`config.mk`:
```
export PLATFORM = sky130hd
export DESIGN_NAME = trapezoidal_step_rate_profile_core_flat
export DESIGN_NICKNAME = d
export VERILOG_FILES = /design/src/rtl/tsrp_pkg.sv /design/src/rtl/tsrp_if.sv /design/src/rtl/trapezoidal_step_rate_profile_core.sv /design/src/rtl/tsrp_div.sv /design/src/rtl/tsrp_ctrl.sv /design/src/flat_wrapper.sv
export SDC_FILE = /design/constraint.sdc
export NUM_CORES = 1
export LEC_CHECK = 0
export BUFFER_PORTS_ARGS = -buffer_cell sky130_fd_sc_hd__buf_4
export CORE_MARGIN = 10
export CORE_UTILIZATION = 55
export CTS_CLUSTER_SIZE = 24
export DETAILED_ROUTE_END_ITERATION = 6
export PLACE_DENSITY = 0.7
export SETUP_SLACK_MARGIN = 0.02
export SYNTH_ARGS = -nofsm -noshare
export SYNTH_HDL_FRONTEND = slang
export SYNTH_SLANG_ARGS = --single-unit
```
`constraint.sdc`:
```
create_clock -name clk -period 5.97 [get_ports clk]
set_clock_uncertainty 0.2 [all_clocks]
set_input_delay 0.8955 -clock clk [delete_from_list [all_inputs] [get_ports clk]]
set_output_delay 0.8955 -clock clk [all_outputs]
set_load 0.01 [all_outputs]
```
`src/rtl/tsrp_pkg.sv`:
```
`timescale 1ns / 1ps

package tsrp_pkg;

	localparam int MOVE_W     = 24;
	localparam int INTV_W     = 16;
	localparam int VEL_W      = 32;
	localparam int ACC_W      = 20;
	localparam int MAXV_W     = 16;
	localparam int RAMP_W     = 24;
	localparam int CLK_W      = 27;
	localparam int CFG_IDX_W  = 2;
	localparam int CFG_DATA_W = 27;
	localparam int DIV_DV_W   = VEL_W + 1;

	localparam logic [INTV_W-1:0] INTV_MAX = '1;

	localparam logic [ACC_W-1:0]  ACCEL_RST = 20'd10000;
	localparam logic [MAXV_W-1:0] MAXV_RST  = 16'd5000;
	localparam logic [RAMP_W-1:0] RAMP_RST  = 24'd1250;
	localparam logic [CLK_W-1:0]  CLK_RST   = 27'd16000000;

	localparam logic OP_START = 1'b0;

	localparam logic [CFG_IDX_W-1:0] CFG_ACCEL_RATE   = 2'd0;
	localparam logic [CFG_IDX_W-1:0] CFG_MAX_VELOCITY = 2'd1;
	localparam logic [CFG_IDX_W-1:0] CFG_RAMP_STEPS   = 2'd2;
	localparam logic [CFG_IDX_W-1:0] CFG_CLOCK_HZ     = 2'd3;

	typedef enum logic [1:0] {
		PH_ACCEL  = 2'd0,
		PH_CRUISE = 2'd1,
		PH_DECEL  = 2'd2,
		PH_IDLE   = 2'd3
	} phase_t;

	typedef enum logic [2:0] {
		ST_WAIT,
		ST_EVAL,
		ST_RATE,
		ST_INC,
		ST_APPLY,
		ST_INTV,
		ST_FIN
	} seq_state_t;

	typedef struct packed {
		logic [ACC_W-1:0]  accel_rate;
		logic [MAXV_W-1:0] max_velocity;
		logic [RAMP_W-1:0] ramp_steps;
		logic [CLK_W-1:0]  clock_hz;
	} cfg_regs_t;

endpackage

```
`src/rtl/tsrp_if.sv`:
```
`timescale 1ns / 1ps

interface tsrp_cmd_if;
	logic                          valid;
	logic                          ready;
	logic                          op;
	logic [tsrp_pkg::MOVE_W-1:0]   move_steps;

	modport source (output valid, output op, output move_steps, input ready);
	modport sink (input valid, input op, input move_steps, output ready);
endinterface

interface tsrp_res_if;
	logic                          valid;
	logic                          ready;
	logic [tsrp_pkg::INTV_W-1:0]   step_interval;
	logic [tsrp_pkg::VEL_W-1:0]    velocity;
	logic [1:0]                    phase;
	logic                          move_done;

	modport source (output valid, output step_interval, output velocity, output phase,
		output move_done, input ready);
	modport sink (input valid, input step_interval, input velocity, input phase,
		input move_done, output ready);
endinterface

interface tsrp_cfg_if;
	logic                              valid;
	logic                              ready;
	logic [tsrp_pkg::CFG_IDX_W-1:0]    index;
	logic [tsrp_pkg::CFG_DATA_W-1:0]   data;

	modport source (output valid, output index, output data, input ready);
	modport sink (input valid, input index, input data, output ready);
endinterface

```
`src/rtl/trapezoidal_step_rate_profile_core.sv`:
```
`timescale 1ns / 1ps
// channel  dir  payload                                     accepted when
// cmd      in   op, move_steps                              cmd.valid & cmd.ready
// res      out  step_interval, velocity, phase, move_done   res.valid & res.ready
// cfg      in   index, data                                 cfg.valid & cfg.ready (always ready)
//
// a start request or a tick while idle goes from ST_WAIT straight to ST_FIN and runs no division
// a cruise tick runs at most one division, for the step interval
// accelerate / decelerate ticks run up to three divisions on the one bit-serial divider,
// one after another: step rate, velocity increment, then step interval
// one request at a time; the next is taken while the previous result still waits
// arst_n clears the profile state to idle with interval 65535; config regs reset to defaults

module trapezoidal_step_rate_profile_core #(
	parameter int STEP_COUNT_BITS = 24,
	parameter int FRAC_BITS       = 16
) (
	input  logic        clk,
	input  logic        arst_n,
	tsrp_cmd_if.sink    cmd,
	tsrp_res_if.source  res,
	tsrp_cfg_if.sink    cfg
);

	localparam int DIV_DW = tsrp_pkg::CLK_W + FRAC_BITS;

	tsrp_pkg::cfg_regs_t              cfg_q;
	logic                             div_go;
	logic                             div_done;
	logic [DIV_DW-1:0]                div_dividend;
	logic [DIV_DW-1:0]                div_quotient;
	logic [tsrp_pkg::DIV_DV_W-1:0]    div_divisor;

	assign cfg.ready = 1'b1;

	always_ff @(posedge clk or negedge arst_n) begin
		if (!arst_n) begin
			cfg_q.accel_rate   <= tsrp_pkg::ACCEL_RST;
			cfg_q.max_velocity <= tsrp_pkg::MAXV_RST;
			cfg_q.ramp_steps   <= tsrp_pkg::RAMP_RST;
			cfg_q.clock_hz     <= tsrp_pkg::CLK_RST;
		end else if (cfg.valid) begin
			unique case (cfg.index)
				tsrp_pkg::CFG_ACCEL_RATE:
					cfg_q.accel_rate <= cfg.data[tsrp_pkg::ACC_W-1:0];
				tsrp_pkg::CFG_MAX_VELOCITY:
					cfg_q.max_velocity <= cfg.data[tsrp_pkg::MAXV_W-1:0];
				tsrp_pkg::CFG_RAMP_STEPS:
					cfg_q.ramp_steps <= cfg.data[tsrp_pkg::RAMP_W-1:0];
				tsrp_pkg::CFG_CLOCK_HZ:
					cfg_q.clock_hz <= cfg.data[tsrp_pkg::CLK_W-1:0];
				default: ;
			endcase
		end
	end

	tsrp_ctrl #(
		.STEP_COUNT_BITS (STEP_COUNT_BITS),
		.FRAC_BITS       (FRAC_BITS)
	) u_ctrl (
		.clk               (clk),
		.arst_n            (arst_n),
		.cfg               (cfg_q),
		.cmd_valid         (cmd.valid),
		.cmd_ready         (cmd.ready),
		.cmd_op            (cmd.op),
		.cmd_move_steps    (cmd.move_steps),
		.res_valid         (res.valid),
		.res_ready         (res.ready),
		.res_step_interval (res.step_interval),
		.res_velocity      (res.velocity),
		.res_phase         (res.phase),
		.res_move_done     (res.move_done),
		.div_go            (div_go),
		.div_dividend      (div_dividend),
		.div_divisor       (div_divisor),
		.div_done          (div_done),
		.div_quotient      (div_quotient)
	);

	tsrp_div #(
		.DIVIDEND_W (DIV_DW),
		.DIVISOR_W  (tsrp_pkg::DIV_DV_W)
	) u_div (
		.clk      (clk),
		.arst_n   (arst_n),
		.go       (div_go),
		.dividend (div_dividend),
		.divisor  (div_divisor),
		.done     (div_done),
		.quotient (div_quotient)
	);

`ifndef SYNTH
	a_busy_after_request: assert property (@(posedge clk) disable iff (!arst_n)
		cmd.valid && cmd.ready |=> !cmd.ready)
		else $error("request accepted while a request was in progress");

	a_div_multicycle: assert property (@(posedge clk) disable iff (!arst_n)
		div_go |=> !div_done)
		else $error("divider finished right after launch");

	a_done_goes_idle: assert property (@(posedge clk) disable iff (!arst_n)
		res.valid && res.move_done |-> res.phase == tsrp_pkg::PH_IDLE)
		else $error("move end reported without idle phase");

	a_interval_nonzero: assert property (@(posedge clk) disable iff (!arst_n)
		res.valid |-> res.step_interval != '0)
		else $error("zero step interval");
`endif

endmodule

```
`src/rtl/tsrp_div.sv`:
```
`timescale 1ns / 1ps

module tsrp_div #(
	parameter int DIVIDEND_W = 43,
	parameter int DIVISOR_W  = 33
) (
	input  logic                  clk,
	input  logic                  arst_n,
	input  logic                  go,
	input  logic [DIVIDEND_W-1:0] dividend,
	input  logic [DIVISOR_W-1:0]  divisor,
	output logic                  done,
	output logic [DIVIDEND_W-1:0] quotient
);

	localparam int CNT_W = $clog2(DIVIDEND_W);

	logic                  busy_q;
	logic                  done_q;
	logic [CNT_W-1:0]      cnt_q;
	logic [DIVISOR_W-1:0]  rem_q;
	logic [DIVISOR_W-1:0]  dsor_q;
	logic [DIVIDEND_W-1:0] quo_q;
	logic [DIVISOR_W:0]    sh;
	logic                  ge;
	logic [DIVISOR_W-1:0]  rem_nx;

	// restoring division, one quotient bit per cycle, msb first
	assign sh     = {rem_q, quo_q[DIVIDEND_W-1]};
	assign ge     = sh >= {1'b0, dsor_q};
	assign rem_nx = ge ? DIVISOR_W'(sh - {1'b0, dsor_q}) : sh[DIVISOR_W-1:0];

	always_ff @(posedge clk or negedge arst_n) begin
		if (!arst_n) begin
			busy_q <= 1'b0;
			done_q <= 1'b0;
			cnt_q  <= '0;
		end else begin
			done_q <= 1'b0;
			if (go) begin
				busy_q <= 1'b1;
				cnt_q  <= CNT_W'(DIVIDEND_W - 1);
			end else if (busy_q) begin
				if (cnt_q == '0) begin
					busy_q <= 1'b0;
					done_q <= 1'b1;
				end else begin
					cnt_q <= cnt_q - CNT_W'(1);
				end
			end
		end
	end

	always_ff @(posedge clk) begin
		if (go) begin
			quo_q  <= dividend;
			rem_q  <= '0;
			dsor_q <= divisor;
		end else if (busy_q) begin
			rem_q <= rem_nx;
			quo_q <= {quo_q[DIVIDEND_W-2:0], ge};
		end
	end

	assign done     = done_q;
	assign quotient = quo_q;

endmodule

```
`src/rtl/tsrp_ctrl.sv`:
```
`timescale 1ns / 1ps

module tsrp_ctrl #(
	parameter int STEP_COUNT_BITS = 24,
	parameter int FRAC_BITS       = 16
) (
	input  logic                                      clk,
	input  logic                                      arst_n,
	input  tsrp_pkg::cfg_regs_t                       cfg,
	input  logic                                      cmd_valid,
	output logic                                      cmd_ready,
	input  logic                                      cmd_op,
	input  logic [tsrp_pkg::MOVE_W-1:0]               cmd_move_steps,
	output logic                                      res_valid,
	input  logic                                      res_ready,
	output logic [tsrp_pkg::INTV_W-1:0]               res_step_interval,
	output logic [tsrp_pkg::VEL_W-1:0]                res_velocity,
	output logic [1:0]                                res_phase,
	output logic                                      res_move_done,
	output logic                                      div_go,
	output logic [tsrp_pkg::CLK_W+FRAC_BITS-1:0]      div_dividend,
	output logic [tsrp_pkg::DIV_DV_W-1:0]             div_divisor,
	input  logic                                      div_done,
	input  logic [tsrp_pkg::CLK_W+FRAC_BITS-1:0]      div_quotient
);

	localparam int SCB   = STEP_COUNT_BITS;
	localparam int DW    = tsrp_pkg::CLK_W + FRAC_BITS;
	localparam int VW    = tsrp_pkg::VEL_W;
	localparam int IW    = tsrp_pkg::INTV_W;
	localparam int WIDE  = (SCB > tsrp_pkg::MOVE_W) ? SCB : tsrp_pkg::MOVE_W;
	localparam int WIDE1 = WIDE + 1;
	localparam int VM_W  = tsrp_pkg::MAXV_W + FRAC_BITS;
	localparam int EXT_W = 48;
	localparam int ACS_W = tsrp_pkg::ACC_W + FRAC_BITS;

	localparam logic [SCB-1:0] STEP_SAT  = '1;
	localparam logic [VW-1:0]  SPEED_SAT = '1;
	localparam logic [VW-1:0]  ONE_Q     = VW'(1) << FRAC_BITS;

	tsrp_pkg::seq_state_t state_q, state_d;
	tsrp_pkg::phase_t     phase_q;
	tsrp_pkg::phase_t     res_phase_q;

	logic                        go_q, go_d;
	logic                        res_load;
	logic                        res_vld_q;
	logic [SCB-1:0]              steps_q, move_q, ramp_q, steps_inc;
	logic [VW-1:0]               speed_q;
	logic [IW-1:0]               cmp_q;
	logic                        done_q;
	logic [tsrp_pkg::CLK_W-1:0]  rate_q;
	logic [VW-1:0]               inc_q;
	logic [IW-1:0]               res_intv_q;
	logic [VW-1:0]               res_vel_q;
	logic                        res_done_q;

	logic [WIDE-1:0]             mv_w, rs_w;
	logic [SCB-1:0]              mv_len, rs_len, ramp_len;
	logic [WIDE:0]               ramp_x2;
	logic [VM_W-1:0]             vm_w;
	logic [EXT_W-1:0]            vm_x;
	logic [VW-1:0]               vm_sat;
	logic [VW-1:0]               spd_floor;
	logic [VW:0]                 acc_sum;
	logic [VW-1:0]               acc_spd, dec_spd;
	logic [ACS_W-1:0]            acc_sh;
	logic [tsrp_pkg::CLK_W-1:0]  rate_nx;
	logic [VW-1:0]               inc_sat;
	logic [IW-1:0]               intv_sat;

	// start: move length and ramp capped to half the move
	assign mv_w     = WIDE'(cmd_move_steps);
	assign mv_len   = mv_w[SCB-1:0];
	assign rs_w     = WIDE'(cfg.ramp_steps);
	assign rs_len   = rs_w[SCB-1:0];
	assign ramp_x2  = {rs_w, 1'b0};
	assign ramp_len = (ramp_x2 > WIDE1'(mv_len)) ? (mv_len >> 1) : rs_len;

	assign steps_inc = (steps_q == STEP_SAT) ? steps_q : steps_q + SCB'(1);

	assign vm_w   = {cfg.max_velocity, {FRAC_BITS{1'b0}}};
	assign vm_x   = EXT_W'(vm_w);
	assign vm_sat = (vm_x[EXT_W-1:VW] != '0) ? SPEED_SAT : vm_x[VW-1:0];

	assign spd_floor = (speed_q[VW-1:FRAC_BITS] == '0) ? ONE_Q : speed_q;

	assign acc_sum = {1'b0, speed_q} + {1'b0, inc_q};
	assign acc_spd = acc_sum[VW] ? SPEED_SAT : acc_sum[VW-1:0];
	assign dec_spd = (inc_q >= speed_q) ? '0 : speed_q - inc_q;

	assign acc_sh   = {cfg.accel_rate, {FRAC_BITS{1'b0}}};
	assign rate_nx  = div_quotient[tsrp_pkg::CLK_W-1:0];
	assign inc_sat  = (div_quotient[DW-1:VW] != '0) ? SPEED_SAT : div_quotient[VW-1:0];
	assign intv_sat = (div_quotient[DW-1:IW] != '0) ? tsrp_pkg::INTV_MAX :
		(div_quotient[IW-1:0] == '0) ? IW'(1) : div_quotient[IW-1:0];

	// operands for the shared divider follow the sequencer state
	always_comb begin
		case (state_q)
			tsrp_pkg::ST_RATE: begin
				div_dividend = DW'(cfg.clock_hz);
				div_divisor  = tsrp_pkg::DIV_DV_W'(cmp_q);
			end
			tsrp_pkg::ST_INC: begin
				div_dividend = DW'(acc_sh);
				div_divisor  = tsrp_pkg::DIV_DV_W'(rate_q);
			end
			default: begin
				div_dividend = {cfg.clock_hz, {FRAC_BITS{1'b0}}};
				div_divisor  = {spd_floor, 1'b0};
			end
		endcase
	end

	always_ff @(posedge clk or negedge arst_n) begin
		if (!arst_n) begin
			state_q <= tsrp_pkg::ST_WAIT;
			go_q    <= 1'b0;
		end else begin
			state_q <= state_d;
			go_q    <= go_d;
		end
	end

	always_comb begin
		state_d   = state_q;
		go_d      = 1'b0;
		cmd_ready = 1'b0;
		res_load  = 1'b0;
		unique case (state_q)
			tsrp_pkg::ST_WAIT: begin
				cmd_ready = 1'b1;
				if (cmd_valid) begin
					if (cmd_op == tsrp_pkg::OP_START || phase_q == tsrp_pkg::PH_IDLE)
						state_d = tsrp_pkg::ST_FIN;
					else
						state_d = tsrp_pkg::ST_EVAL;
				end
			end
			tsrp_pkg::ST_EVAL: begin
				state_d = tsrp_pkg::ST_FIN;
				case (phase_q)
					tsrp_pkg::PH_ACCEL: begin
						if (steps_q >= ramp_q) begin
							if (vm_sat != '0) begin
								state_d = tsrp_pkg::ST_INTV;
								go_d    = 1'b1;
							end
						end else begin
							state_d = tsrp_pkg::ST_RATE;
							go_d    = 1'b1;
						end
					end
					tsrp_pkg::PH_CRUISE: begin
						if (speed_q != '0) begin
							state_d = tsrp_pkg::ST_INTV;
							go_d    = 1'b1;
						end
					end
					tsrp_pkg::PH_DECEL: begin
						if (steps_q < move_q) begin
							state_d = tsrp_pkg::ST_RATE;
							go_d    = 1'b1;
						end
					end
					default: ;
				endcase
			end
			tsrp_pkg::ST_RATE: begin
				if (div_done) begin
					// zero rate means the increment saturates, no second division
					if (rate_nx == '0) begin
						state_d = tsrp_pkg::ST_APPLY;
					end else begin
						state_d = tsrp_pkg::ST_INC;
						go_d    = 1'b1;
					end
				end
			end
			tsrp_pkg::ST_INC: begin
				if (div_done)
					state_d = tsrp_pkg::ST_APPLY;
			end
			tsrp_pkg::ST_APPLY: begin
				state_d = tsrp_pkg::ST_FIN;
				if (phase_q == tsrp_pkg::PH_ACCEL) begin
					if (acc_spd != '0) begin
						state_d = tsrp_pkg::ST_INTV;
						go_d    = 1'b1;
					end
				end else if (dec_spd[VW-1:FRAC_BITS] != '0) begin
					state_d = tsrp_pkg::ST_INTV;
					go_d    = 1'b1;
				end
			end
			tsrp_pkg::ST_INTV: begin
				if (div_done)
					state_d = tsrp_pkg::ST_FIN;
			end
			tsrp_pkg::ST_FIN: begin
				if (!res_vld_q || res_ready) begin
					res_load = 1'b1;
					state_d  = tsrp_pkg::ST_WAIT;
				end
			end
			default: state_d = tsrp_pkg::ST_WAIT;
		endcase
	end

	always_ff @(posedge clk or negedge arst_n) begin
		if (!arst_n) begin
			phase_q <= tsrp_pkg::PH_IDLE;
			steps_q <= '0;
			move_q  <= '0;
			ramp_q  <= '0;
			speed_q <= '0;
			cmp_q   <= tsrp_pkg::INTV_MAX;
			done_q  <= 1'b0;
		end else begin
			case (state_q)
				tsrp_pkg::ST_WAIT: begin
					if (cmd_valid) begin
						done_q <= 1'b0;
						if (cmd_op == tsrp_pkg::OP_START) begin
							move_q  <= mv_len;
							ramp_q  <= ramp_len;
							steps_q <= '0;
							speed_q <= '0;
							phase_q <= tsrp_pkg::PH_ACCEL;
							cmp_q   <= tsrp_pkg::INTV_MAX;
						end else if (phase_q != tsrp_pkg::PH_IDLE) begin
							steps_q <= steps_inc;
						end
					end
				end
				tsrp_pkg::ST_EVAL: begin
					case (phase_q)
						tsrp_pkg::PH_ACCEL: begin
							if (steps_q >= ramp_q) begin
								speed_q <= vm_sat;
								phase_q <= tsrp_pkg::PH_CRUISE;
							end
						end
						tsrp_pkg::PH_CRUISE: begin
							if (steps_q >= move_q - ramp_q)
								phase_q <= tsrp_pkg::PH_DECEL;
						end
						tsrp_pkg::PH_DECEL: begin
							if (steps_q >= move_q) begin
								speed_q <= '0;
								phase_q <= tsrp_pkg::PH_IDLE;
								done_q  <= 1'b1;
							end
						end
						default: ;
					endcase
				end
				tsrp_pkg::ST_APPLY: begin
					if (phase_q == tsrp_pkg::PH_ACCEL) begin
						speed_q <= acc_spd;
					end else if (dec_spd[VW-1:FRAC_BITS] == '0) begin
						// below one step per second ends the move
						speed_q <= '0;
						phase_q <= tsrp_pkg::PH_IDLE;
						done_q  <= 1'b1;
					end else begin
						speed_q <= dec_spd;
					end
				end
				tsrp_pkg::ST_INTV: begin
					if (div_done)
						cmp_q <= intv_sat;
				end
				default: ;
			endcase
		end
	end

	always_ff @(posedge clk) begin
		if (state_q == tsrp_pkg::ST_RATE && div_done) begin
			rate_q <= rate_nx;
			inc_q  <= SPEED_SAT;
		end
		if (state_q == tsrp_pkg::ST_INC && div_done)
			inc_q <= inc_sat;
		if (res_load) begin
			res_intv_q  <= cmp_q;
			res_vel_q   <= speed_q;
			res_phase_q <= phase_q;
			res_done_q  <= done_q;
		end
	end

	always_ff @(posedge clk or negedge arst_n) begin
		if (!arst_n)
			res_vld_q <= 1'b0;
		else if (res_load)
			res_vld_q <= 1'b1;
		else if (res_ready)
			res_vld_q <= 1'b0;
	end

	assign div_go            = go_q;
	assign res_valid         = res_vld_q;
	assign res_step_interval = res_intv_q;
	assign res_velocity      = res_vel_q;
	assign res_phase         = res_phase_q;
	assign res_move_done     = res_done_q;

endmodule

```
`src/flat_wrapper.sv`:
```
// flat-port wrapper written by rule: the top's interface ports become plain ports
module trapezoidal_step_rate_profile_core_flat 
#(
	parameter int STEP_COUNT_BITS = 24,
	parameter int FRAC_BITS       = 16
)
  (clk, arst_n, cmd_valid, cmd_op, cmd_move_steps, cmd_ready, res_valid, res_step_interval, res_velocity, res_phase, res_move_done, res_ready, cfg_valid, cfg_index, cfg_data, cfg_ready);
  tsrp_cmd_if cmd_i ();
  tsrp_res_if res_i ();
  tsrp_cfg_if cfg_i ();
  input  logic clk;
  input  logic arst_n;
  input wire logic [$bits(cmd_i.valid)-1:0] cmd_valid;
  input wire logic [$bits(cmd_i.op)-1:0] cmd_op;
  input wire logic [$bits(cmd_i.move_steps)-1:0] cmd_move_steps;
  output wire logic [$bits(cmd_i.ready)-1:0] cmd_ready;
  output wire logic [$bits(res_i.valid)-1:0] res_valid;
  output wire logic [$bits(res_i.step_interval)-1:0] res_step_interval;
  output wire logic [$bits(res_i.velocity)-1:0] res_velocity;
  output wire logic [$bits(res_i.phase)-1:0] res_phase;
  output wire logic [$bits(res_i.move_done)-1:0] res_move_done;
  input wire logic [$bits(res_i.ready)-1:0] res_ready;
  input wire logic [$bits(cfg_i.valid)-1:0] cfg_valid;
  input wire logic [$bits(cfg_i.index)-1:0] cfg_index;
  input wire logic [$bits(cfg_i.data)-1:0] cfg_data;
  output wire logic [$bits(cfg_i.ready)-1:0] cfg_ready;
  assign cmd_i.valid = cmd_valid;
  assign cmd_i.op = cmd_op;
  assign cmd_i.move_steps = cmd_move_steps;
  assign cmd_ready = cmd_i.ready;
  assign res_valid = res_i.valid;
  assign res_step_interval = res_i.step_interval;
  assign res_velocity = res_i.velocity;
  assign res_phase = res_i.phase;
  assign res_move_done = res_i.move_done;
  assign res_i.ready = res_ready;
  assign cfg_i.valid = cfg_valid;
  assign cfg_i.index = cfg_index;
  assign cfg_i.data = cfg_data;
  assign cfg_ready = cfg_i.ready;
  trapezoidal_step_rate_profile_core #(.STEP_COUNT_BITS(STEP_COUNT_BITS), .FRAC_BITS(FRAC_BITS)) u_core (.clk(clk), .arst_n(arst_n), .cmd(cmd_i), .res(res_i), .cfg(cfg_i));
endmodule
```
Word level (Yosys, flattened, before mapping)
Cells that the tools add are included.

cells by class
  add/subtract/negate cells = 6
  $lt $le $gt $ge = 7
  eq/ne operators = 32
  mux-type cells = 85
  bitwise operators = 1
  reductions and logical operators = 36

operators by type and width
  operator                                        number
  2-to-1 mux 32 bit                               12
  2-to-1 mux 24 bit                               4
  one-hot mux 32 bit (3 select lines)             1
  nonzero test 32 bit                             3
  2-to-1 mux 43 bit                               2
  one-hot mux 43 bit (2 select lines)             1
  2-to-1 mux 16 bit                               5
  greater-or-equal comparator 24 bit              3
  one-hot mux 33 bit (2 select lines)             1
  one-hot mux 32 bit (2 select lines)             1
  logical NOT 16 bit                              3
  greater-or-equal comparator 34 x 33 -> 1 bit    1
  adder 32 x 32 -> 33 bit                         1
  2-to-1 mux 33 bit                               1
  subtractor 33 bit                               1
  greater-or-equal comparator 32 bit              1
  one-hot mux 16 bit (2 select lines)             1
  subtractor 32 bit                               1
  2-to-1 mux 3 bit                                10
  logical NOT 27 bit                              1
  nonzero test 27 bit                             1
  greater-than comparator 25 x 24 -> 1 bit        1
  2-to-1 mux 1 bit                                25
  adder 24 x 1 -> 24 bit (second input constant)  1
  36 further kinds                                85

word-level totals
  bits in registers = 442
  output and inout bits = 54
  word-level logic and storage cells = 193

Depth between registers and ports, before layout
Gate-level depths: netlist of run 1.

  depth after elaboration = 6
  gate-level depth with buffers = 25
  mapped depth without buffers = 25

Modules after synthesis
Synthesis of run 1 repeated with hierarchy kept, for this count alone.

second synthesis, totals
  cell total of the unflattened synthesis = 2927
  area total of the unflattened synthesis = 28631.2 um2

modules (own cells, without submodules)
  module                              instances  cells an instance  area an instance (um2)  seq. area each (um2)
  tsrp_ctrl                           1          2120               18730.5                 6528.8
  tsrp_div                            1          620                6628.9                  3143.0
  trapezoidal_step_rate_profile_core  1          187                3271.9                  2204.6

Worst setup path after synthesis of run 1
OpenSTA, ideal clock, no wires.

  path kind = register to register
  start = register u_core.u_ctrl.move_q[0]
  end = register u_core.u_ctrl.phase_q[1]
  setup time = 0.062 ns
  data arrival time = 4.629 ns
  data required time = 5.708 ns
  setup slack = 1.079 ns
  stages on the path, launching flop included = 23
  buffers on the path = 0
  clock period less this slack = 4.891 ns
  path through = dfrtp_1 inv_1 ha_1 inv_1 fa_1 a21o_1 a21oi_1 nor2b_1 o21a_1 nor3_1 o31ai_1 o41ai_1 o211ai_1 a41oi_1 xnor2_1 ha_1 and4_1 a2111oi_0 a21oi_1 a2111oi_0 a211oi_1 nand2b_1 a22o_1

on the way
  word-level cells in the longest chain between the ends = 4
  elaborated cells on any way between the ends = 6
  classes of those cells = 1 x add/sub; 2 x order compare; 2 x eq/ne; 1 x reduce/logical

ends and longest elaborated chain
  what                                    RTL line          text
  from (decl)                             tsrp_ctrl.sv:48   logic [SCB-1:0] steps_q, move_q, ramp_q, steps_inc;
  from (signal assigned)                  tsrp_ctrl.sv:226  move_q <= mv_len;
  subtractor 24 bit                       tsrp_ctrl.sv:246  if (steps_q >= move_q - ramp_q)
  greater-or-equal comparator 24 bit      tsrp_ctrl.sv:246
  != test 3 bit (no source line)          n/a
  AND reduction 9 bit (no source line) *  n/a
  to (signal assigned)                    tsrp_ctrl.sv:242  phase_q <= tsrp_pkg::PH_CRUISE;
  to (signal assigned)                    tsrp_ctrl.sv:247  phase_q <= tsrp_pkg::PH_DECEL;
  to (signal assigned)                    tsrp_ctrl.sv:252  phase_q <= tsrp_pkg::PH_IDLE;
  to (decl)                               tsrp_ctrl.sv:42   tsrp_pkg::phase_t phase_q;

Mark *: on every way between the ends. The rest lies on a longest branch, timed or not.
A chain may end at the register's enable or synchronous reset.

Worst setup path in the final report of run 1
Same ends and word-level chain as after synthesis.

==> results of run 1 <==
cell families (layout without fill, tap and decap cells):
kind of cell,after synthesis,count (layout)
simple gates,814,814
compound gates,758,758
flops,442,442
buf+inv,353,458
fa+ha+maj,226,226
mux,169,169
xor+xnor,107,107
other cells,1,1
timing repair:
action	4_1_cts	5_1_grt
endpoints found under the setup margin	0	2
gates resized for setup	0	1
buffers inserted	0	0
Yosys cell counts, types with 8 or more instances:
library cell,number,area [sq um]
a31oi_1,22,138
ha_1,222,2780
dfstp_2,40,1050
o31ai_1,16,120
mux2i_1,60,601
nand2b_1,31,194
dfxtp_1,33,661
a21oi_1,212,1060
xnor2_1,58,508
clkbuf_1,97,364
o21a_1,21,158
buf_1,10,37.5
a21o_1,66,495
nor3_1,43,215
a311oi_1,9,78.8
xor2_1,49,429
nand4_1,51,319
buf_2,19,95.1
nor4_1,40,250
nand3b_1,9,67.6
edfxtp_1,186,5590
o2bb2ai_1,10,87.6
dfrtp_1,183,4580
and3_1,19,119
nand3_1,65,325
o21ai_0,185,926
a211oi_1,37,278
nor2_1,203,762
o211ai_1,15,113
o21bai_1,17,128
o22a_1,15,131
inv_1,221,830
or2_2,26,163
o22ai_1,18,113
nand2_1,239,897
nor2b_1,37,231
a211o_1,8,70.1
and2_1,16,100
or3_1,12,75.1
mux2_2,109,1230
cell type report:
class | count | area [sq um]
clock buffers | 59 | 1280
repair buffers | 142 | 1100
fillers | 4249 | 19200
inverters | 224 | 841
flip-flops and latches | 442 | 11900
multi-input cells | 2075 | 14500
clock inverters | 33 | 308
well taps | 672 | 841
sequential cells by signal (all words and copies together) (netlist names), 2 cells and up:
register and cells:
u_core.u_div.quotient 43, u_core.u_div.rem_q 33, u_core.u_ctrl.res_velocity 32, u_core.u_div.cnt_q 6, u_core.u_ctrl.inc_q 32, u_core.u_ctrl.speed_q 32, u_core.u_ctrl.move_q 24, u_core.u_ctrl.ramp_q 24
u_core.u_ctrl.rate_q 27, u_core.cfg_q 87, u_core.u_ctrl.state_q 3, u_core.u_ctrl.res_phase 2, u_core.u_ctrl.cmp_q 16, u_core.u_ctrl.phase_q 2, u_core.u_ctrl.res_step_interval 16, u_core.u_ctrl.steps_q 24
u_core.u_div.dsor_q 33
power by group through the flow:
stage | sequential, mW | combinational [mW] | clock, mW
finish | 3.43 | 0.577 | 3.02
global route | 3.44 | 0.644 | 3.18
CTS | 3.42 | 0.578 | 3.07
detailed placement | 3.48 | 0.573 | 0
global placement | 3.48 | 0.555 | 0
floorplan | 3.42 | 0.389 | 0
routing by layer:
metal	vias to the layer above	global-route usage, %
met4	4	11.4
met3	168	5.25
met2	839	44.5
met5	-	0
li1	10500	-
met1	11000	37.2
path summary, 6_finish.rpt:
| path | endpoint | depth (start not counted) | slack, ps | start |
|---|---|---|---|---|
| setup / recovery | u_core.u_ctrl.phase_q[1] | 23 | 410 | u_core.u_ctrl.move_q[0] |
| hold / removal | u_core.u_ctrl.speed_q[7] | 1 | 5 | arst_n |
| setup reg to reg | u_core.u_ctrl.phase_q[1] | 23 | 410 | u_core.u_ctrl.move_q[0] |
| hold reg to reg | u_core.u_ctrl.res_move_done | 0 | 260 | u_core.u_ctrl.done_q |
| max in group asynchronous | u_core.u_div.cnt_q[1] | 2 | 4230 | arst_n |
| min in group clk | u_core.u_ctrl.res_move_done | 0 | 260 | u_core.u_ctrl.done_q |
per-stage QoR:
stage | setup slack [ps] | hold slack (ps)
2_1_floorplan | 1080 | 225
3_3_place_gp | 406 | 245
3_5_place_dp | 474 | 246
4_1_cts | 394 | 2.72
5_1_grt | 62.6 | 25.7
6_report | 410 | 4.67
worst max-delay path: stages (launching register included):
cell       delay (ps)
dfrtp_1           380
inv_1              70
ha_1              180
inv_1              60
fa_1              390
a21o_1            170
a21oi_1           230
nor2b_1            80
o21a_1            190
nor3_1            230
o31ai_1           150
o41ai_1           330
buf_4             200
o211ai_1          140
a41oi_2           320
xnor2_1           160
ha_1              260
and4_1            200
a2111oi_0         450
a21oi_1           140
a2111oi_0         490
a211oi_1          200
nand2b_1          130
a22o_1            140
==> impl_metrics.prom, run 1 <==
# TYPE chip_impl_metric gauge
chip_impl_metric{name="static-leakage-power",unit="nW"} 13.1
chip_impl_info{name="status",value="finished, final reports clean"} 1
chip_impl_info{name="endpoint_kind",value="register"} 1
chip_impl_info{name="topRoutingLayerUsed",value="met5"} 1
chip_impl_metric{name="wl_met2",unit="um"} 39200
chip_impl_metric{name="finalHoldViolCount",unit=""} 0
chip_impl_metric{name="place.gp.congestion",unit=""} 0.963
chip_impl_metric{name="post_synthesis_xor_xnor_area_fraction",unit="%"} 3.38
chip_impl_metric{name="synth_async_sr_flop_share",unit="%"} 50.5
chip_impl_metric{name="pwr-share-seq",unit="%"} 48.8
chip_impl_metric{name="cts_sinks",unit=""} 442
chip_impl_metric{name="setup-tns-final",unit="ps"} 0
chip_impl_metric{name="dr.first_iter.drc_count",unit=""} 1874
chip_impl_metric{name="final-setup-viol-count",unit=""} 0
chip_impl_metric{name="max_freq",unit="MHz"} 180
chip_impl_info{name="type_of_the_tightest_min_delay_check",value="input pin to async pin"} 1
chip_impl_metric{name="antenna_found_initial",unit=""} 3
chip_impl_info{name="timing.critical_path.from_type",value="register"} 1
chip_impl_metric{name="synthSimpleGateAreaFrac",unit="%"} 14.1
chip_impl_metric{name="drt-met1-wl",unit="um"} 36600
chip_impl_metric{name="adder_and_majority_cell_fraction_of_the_synthesized_area",unit="%"} 10.3
chip_impl_metric{name="syn-instance-count",unit=""} 2870
chip_impl_metric{name="initial_utilization",unit="%"} 55.5
chip_impl_metric{name="post_synth_mux_area_share",unit="%"} 6.60
chip_impl_info{name="critical_path_class",value="register to register"} 1
chip_impl_metric{name="postPlaceCellArea",unit="sq um"} 29200
chip_impl_info{name="commonest_non_fill_non_tap_cell_in_the_layout",value="nand2_1"} 1
chip_impl_metric{name="p_per_area",unit="nW/um^2"} 228
chip_impl_info{name="rsz0062_at_grt",value="no"} 1
chip_impl_metric{name="grt_pass1_wl",unit="um"} 131000
chip_impl_metric{name="htreeDepth",unit=""} 2
chip_impl_metric{name="number_of_synthesized_register_bits",unit=""} 442
chip_impl_metric{name="detail_route.wirelength",unit="um"} 85400
chip_impl_metric{name="p_sw_share",unit="%"} 25.1
chip_impl_metric{name="worstPathRequired",unit="ps"} 6300
chip_impl_metric{name="max_cap_violations",unit=""} 0
chip_impl_metric{name="synth-edff-count",unit=""} 186
chip_impl_metric{name="synthToLayoutAreaGrowth",unit="%"} 11.0
chip_impl_metric{name="max-clock-path-buffers",unit=""} 3
chip_impl_metric{name="io-pin-count",unit=""} 113
chip_impl_metric{name="synth_sequential_area_ratio",unit="%"} 42.9
chip_impl_metric{name="die_h",unit="um"} 244
chip_impl_metric{name="vias",unit=""} 22600
chip_impl_metric{name="route.antenna.remaining_nets",unit=""} 0
chip_impl_metric{name="worst-slew-pin-transition",unit="ps"} 1170
chip_impl_metric{name="cell_internal_pwr",unit="mW"} 5.26
chip_impl_metric{name="post-route-util",unit="%"} 61.6
chip_impl_metric{name="clk_lat_worst_skew",unit="ps"} 610
chip_impl_metric{name="syn_nets",unit=""} 3155
chip_impl_metric{name="routedWlPerCell",unit="um"} 23.4
chip_impl_metric{name="final_min_period_over_clock_period",unit="%"} 93.1
chip_impl_info{name="cts_tree",value="built"} 1
chip_impl_metric{name="cts_inserted_buffers",unit=""} 49
chip_impl_metric{name="die_area",unit="sq um"} 59800
chip_impl_metric{name="ys.warnings.count",unit=""} 0
chip_impl_info{name="cts_root_buffer",value="clkbuf_16"} 1
chip_impl_metric{name="synth_compound_gate_area_share",unit="%"} 17.8
chip_impl_metric{name="netlist-cell-type-count",unit=""} 88
chip_impl_metric{name="avgSynthCellArea",unit="sq um"} 9.66
chip_impl_metric{name="drt-pass1-iter-count",unit=""} 5
chip_impl_metric{name="layout.cell_area.non_filler",unit="sq um"} 30800
chip_impl_metric{name="vias_in_the_first_global_route",unit=""} 22000
chip_impl_metric{name="grt_start_max_net_pins",unit=""} 177
chip_impl_metric{name="finish.net_count",unit=""} 3219
chip_impl_metric{name="comb_power_share",unit="%"} 8.2
chip_impl_metric{name="wl_met3",unit="um"} 5990
chip_impl_metric{name="portBuffers",unit=""} 111
chip_impl_info{name="ys_dominant_reg_cell",value="edfxtp_1"} 1
chip_impl_metric{name="core_region_area",unit="sq um"} 50000
chip_impl_metric{name="detail_route.vias_per_cell",unit=""} 6.19
chip_impl_metric{name="placedCellCount",unit=""} 3555
chip_impl_metric{name="stdcell_count",unit=""} 3647
chip_impl_metric{name="syn_area",unit="sq um"} 27700
chip_impl_info{name="dominant_combinational_cell_family_by_area_after_synthesis",value="compound AO/OA/AOI/OAI gates"} 1
chip_impl_metric{name="fraction_of_final_layout_cells_sized_beyond_drive_strength_1",unit="%"} 14.3
chip_impl_metric{name="grt.overflow.total",unit=""} 0
chip_impl_metric{name="vdd_ir_drop_max",unit="mV"} 0.246
chip_impl_metric{name="max_slew_margin",unit="%"} 21.8
chip_impl_metric{name="drc",unit=""} 0
chip_impl_metric{name="ctsHoldBuffers",unit=""} 0
chip_impl_metric{name="clk_pin_slew",unit="ps"} 70
chip_impl_metric{name="number_of_antenna_cells_inserted",unit=""} 0
chip_impl_metric{name="timing.final.max_slew_violations",unit=""} 0
chip_impl_metric{name="worstPathMaxFanout",unit=""} 3
chip_impl_metric{name="die_width",unit="um"} 244
chip_impl_metric{name="p_switching",unit="mW"} 1.76
chip_impl_metric{name="clkPwrFrac",unit="%"} 43.0
chip_impl_metric{name="place.detailed.hpwl",unit="um"} 64400
chip_impl_info{name="layout.cells.most_common_list",value="nand2_1, ha_1, inv_1"} 1
chip_impl_metric{name="std_cell_rows",unit=""} 82
chip_impl_metric{name="grtUsageTotal",unit="%"} 28.0
chip_impl_metric{name="timing.final.crit_period",unit="ps"} 5560
chip_impl_metric{name="worst_ep_arrival_time",unit="ps"} 5890
chip_impl_metric{name="finalPower",unit="mW"} 7.03
Power figures use the tool's default switching activity.
==> run 2, diff against run 1 <==
Settings changed: PLACE_DENSITY 0.7 to 0.71.
==> impl_metrics.prom, run 2 (synthesis gave the netlist of run 1 again) <==
# TYPE chip_impl_metric gauge
chip_impl_info{name="status",value="finished, final reports clean"} 1
chip_impl_metric{name="drc",unit=""} 0
chip_impl_metric{name="place.gp.congestion",unit=""} 0.990
chip_impl_metric{name="final-setup-viol-count",unit=""} 0
chip_impl_metric{name="finish.net_count",unit=""} 3219
chip_impl_metric{name="routedWlPerCell",unit="um"} 23.5
chip_impl_metric{name="worst-r2r-cell-count",unit=""} 23
chip_impl_metric{name="vias_in_the_first_global_route",unit=""} 22200
chip_impl_info{name="type_of_the_tightest_min_delay_check",value="input pin to async pin"} 1
chip_impl_info{name="cts_tree",value="built"} 1
chip_impl_metric{name="fraction_of_final_layout_cells_sized_beyond_drive_strength_1",unit="%"} 14.2
chip_impl_metric{name="antenna_found_initial",unit=""} 0
chip_impl_metric{name="finalPower",unit="mW"} 7.07
chip_impl_info{name="endpoint_kind",value="register"} 1
chip_impl_metric{name="portBuffers",unit=""} 111
chip_impl_metric{name="static-leakage-power",unit="nW"} 13.1
chip_impl_metric{name="finalHoldViolCount",unit=""} 0
chip_impl_metric{name="worst-slew-pin-transition",unit="ps"} 1150
chip_impl_metric{name="core_region_area",unit="sq um"} 50000
chip_impl_metric{name="die_area",unit="sq um"} 59800
chip_impl_info{name="reg2reg_from",value="u_core.u_ctrl.move_q[0]"} 1
chip_impl_metric{name="vias",unit=""} 22700
chip_impl_metric{name="critical_path.n_buffers_inverters",unit=""} 3
chip_impl_metric{name="timing.final.crit_period",unit="ps"} 5630
chip_impl_metric{name="post_cts_resized",unit=""} 0
chip_impl_metric{name="worstPathRequired",unit="ps"} 6300
chip_impl_info{name="rsz0062_at_grt",value="no"} 1
chip_impl_metric{name="die_width",unit="um"} 244
chip_impl_metric{name="drt-pass1-iter-count",unit=""} 5
chip_impl_metric{name="clk_pin_slew",unit="ps"} 70
chip_impl_metric{name="layout.cell_area.non_filler",unit="sq um"} 30800
chip_impl_info{name="critical_path.top_delay_family",value="compound AO/OA/AOI/OAI gates"} 1
chip_impl_metric{name="final_min_period_over_clock_period",unit="%"} 94.4
chip_impl_metric{name="place.detailed.hpwl",unit="um"} 64400
chip_impl_metric{name="grt_pass1_wl",unit="um"} 132000
chip_impl_info{name="commonest_non_fill_non_tap_cell_in_the_layout",value="nand2_1"} 1
chip_impl_metric{name="io-pin-count",unit=""} 113
chip_impl_info{name="timing.critical_path.from_type",value="register"} 1
chip_impl_metric{name="grtUsageTotal",unit="%"} 28.1
chip_impl_info{name="largest-register",value="u_core.cfg_q"} 1
chip_impl_metric{name="initial_utilization",unit="%"} 55.5
chip_impl_metric{name="std_cell_rows",unit=""} 82
chip_impl_info{name="crit_path_cell_trace",value="inv_1 -> ha_1 -> inv_1 -> fa_1 -> a21o_1 -> a21oi_1 -> nor2b_1 -> o21a_1 -> nor3_1 -> o31ai_1 -> o41ai_1 -> buf_4 -> o211ai_1 -> a41oi_1 -> xnor2_1 -> ha_1 -> and4_1 -> a2111oi_0 -> a21oi_1 -> a2111oi_0 -> a211oi_1 -> nand2b_1 -> a22o_1"} 1
chip_impl_info{name="r2r-end",value="u_core.u_ctrl.phase_q[1]"} 1
chip_impl_metric{name="vdd_ir_drop_max",unit="mV"} 0.248
chip_impl_metric{name="worst_ep_arrival_time",unit="ps"} 5960
chip_impl_metric{name="cp_num_cells",unit=""} 23
chip_impl_info{name="critPathLaunch",value="u_core.u_ctrl.move_q[0]"} 1
chip_impl_metric{name="ctsHoldBuffers",unit=""} 0
chip_impl_metric{name="timing.final.max_slew_violations",unit=""} 0
chip_impl_metric{name="postCtsSetupRepairBufs",unit=""} 0
chip_impl_metric{name="detail_route.wirelength",unit="um"} 85800
chip_impl_metric{name="cts_sinks",unit=""} 442
chip_impl_metric{name="largest_register_ff_count",unit=""} 87
chip_impl_metric{name="worstPathMaxFanout",unit=""} 3
chip_impl_metric{name="hold_ws",unit="ps"} 14.0
chip_impl_metric{name="cts_inserted_buffers",unit=""} 48
chip_impl_metric{name="route.antenna.remaining_nets",unit=""} 0
chip_impl_metric{name="die_h",unit="um"} 244
chip_impl_metric{name="detail_route.vias_per_cell",unit=""} 6.22
chip_impl_metric{name="grt.overflow.total",unit=""} 0
chip_impl_metric{name="dr.first_iter.drc_count",unit=""} 2249
chip_impl_info{name="critical_path_class",value="register to register"} 1
chip_impl_metric{name="post-route-util",unit="%"} 61.6
chip_impl_metric{name="max-clock-path-buffers",unit=""} 3
chip_impl_info{name="cts_root_buffer",value="clkbuf_16"} 1
chip_impl_metric{name="critical-path-max-stage-delay",unit="ps"} 440
chip_impl_metric{name="htreeDepth",unit=""} 2
chip_impl_metric{name="max_cap_violations",unit=""} 0
chip_impl_info{name="layout.cells.most_common_list",value="nand2_1, ha_1, inv_1"} 1
chip_impl_metric{name="grt_start_max_net_pins",unit=""} 131
chip_impl_metric{name="clk_lat_worst_skew",unit="ps"} 610
chip_impl_metric{name="postPlaceCellArea",unit="sq um"} 29200
chip_impl_metric{name="p_per_area",unit="nW/um^2"} 230
chip_impl_metric{name="ff2ff_setup_slack",unit="ps"} 340
chip_impl_metric{name="synthToLayoutAreaGrowth",unit="%"} 11.0
chip_impl_metric{name="setup-tns-final",unit="ps"} 0
chip_impl_metric{name="max_slew_margin",unit="%"} 23.0
chip_impl_info{name="timing.critical_path.slowest_stage_cell",value="a2111oi_0"} 1
chip_impl_metric{name="max_freq",unit="MHz"} 178
==> run 2: cell types whose count changed in the layout (fill, tap and decap cells not counted), moves of 2 or more <==
cell        delta
buf_4          +2
inv_6          -2
clkbuf_1       +4
clkinvlp_4     -2
clkinv_1       -3
clkbuf_8       +2
==> run 2: power breakdown <==
| group | internal [mW] | switching (mW) | total [mW] |
|---|---|---|---|
| Combinational | 0.278 | 0.300 | 0.578 |
| Sequential | 3.30 | 0.132 | 3.43 |
| Clock | 1.77 | 1.29 | 3.06 |
==> run 2: how the worst max path moves through the flow <==
stage	end
final	u_core.u_ctrl.phase_q[1]
after global routing	u_core.u_ctrl.phase_q[1]
after CTS	u_core.u_ctrl.phase_q[1]
after detailed placement	u_core.u_ctrl.phase_q[1]
after global placement	u_core.u_ctrl.phase_q[1]
after floorplan	u_core.u_ctrl.phase_q[1]
==> run 2: per-stage QoR <==
stage	setup slack, ps	std cells
after detailed placement	534	3556
final	337	3647
after global routing	22.3	3646
after CTS	471	3646
after floorplan	1080	2870
after global placement	520	3556
==> run 2: routing by layer <==
metal / share of wire (%) / track usage (%)
met2: 46 / 44.9
met1: 43 / 37.5
met3: 6.7 / 4.26
met5: 0 / 0
met4: 4.1 / 11.9
==> run 2: area by class of cell <==
class	instances	area, sq um
Antenna cell	1	2.50
Clock buffer	66	1350
Clock inverter	24	260
Fill cell	4243	19200
Inverter	224	841
Multi-Input combinational cell	2075	14500
Sequential cell	442	11900
Tap cell	672	841
Timing Repair Buffer	143	1090
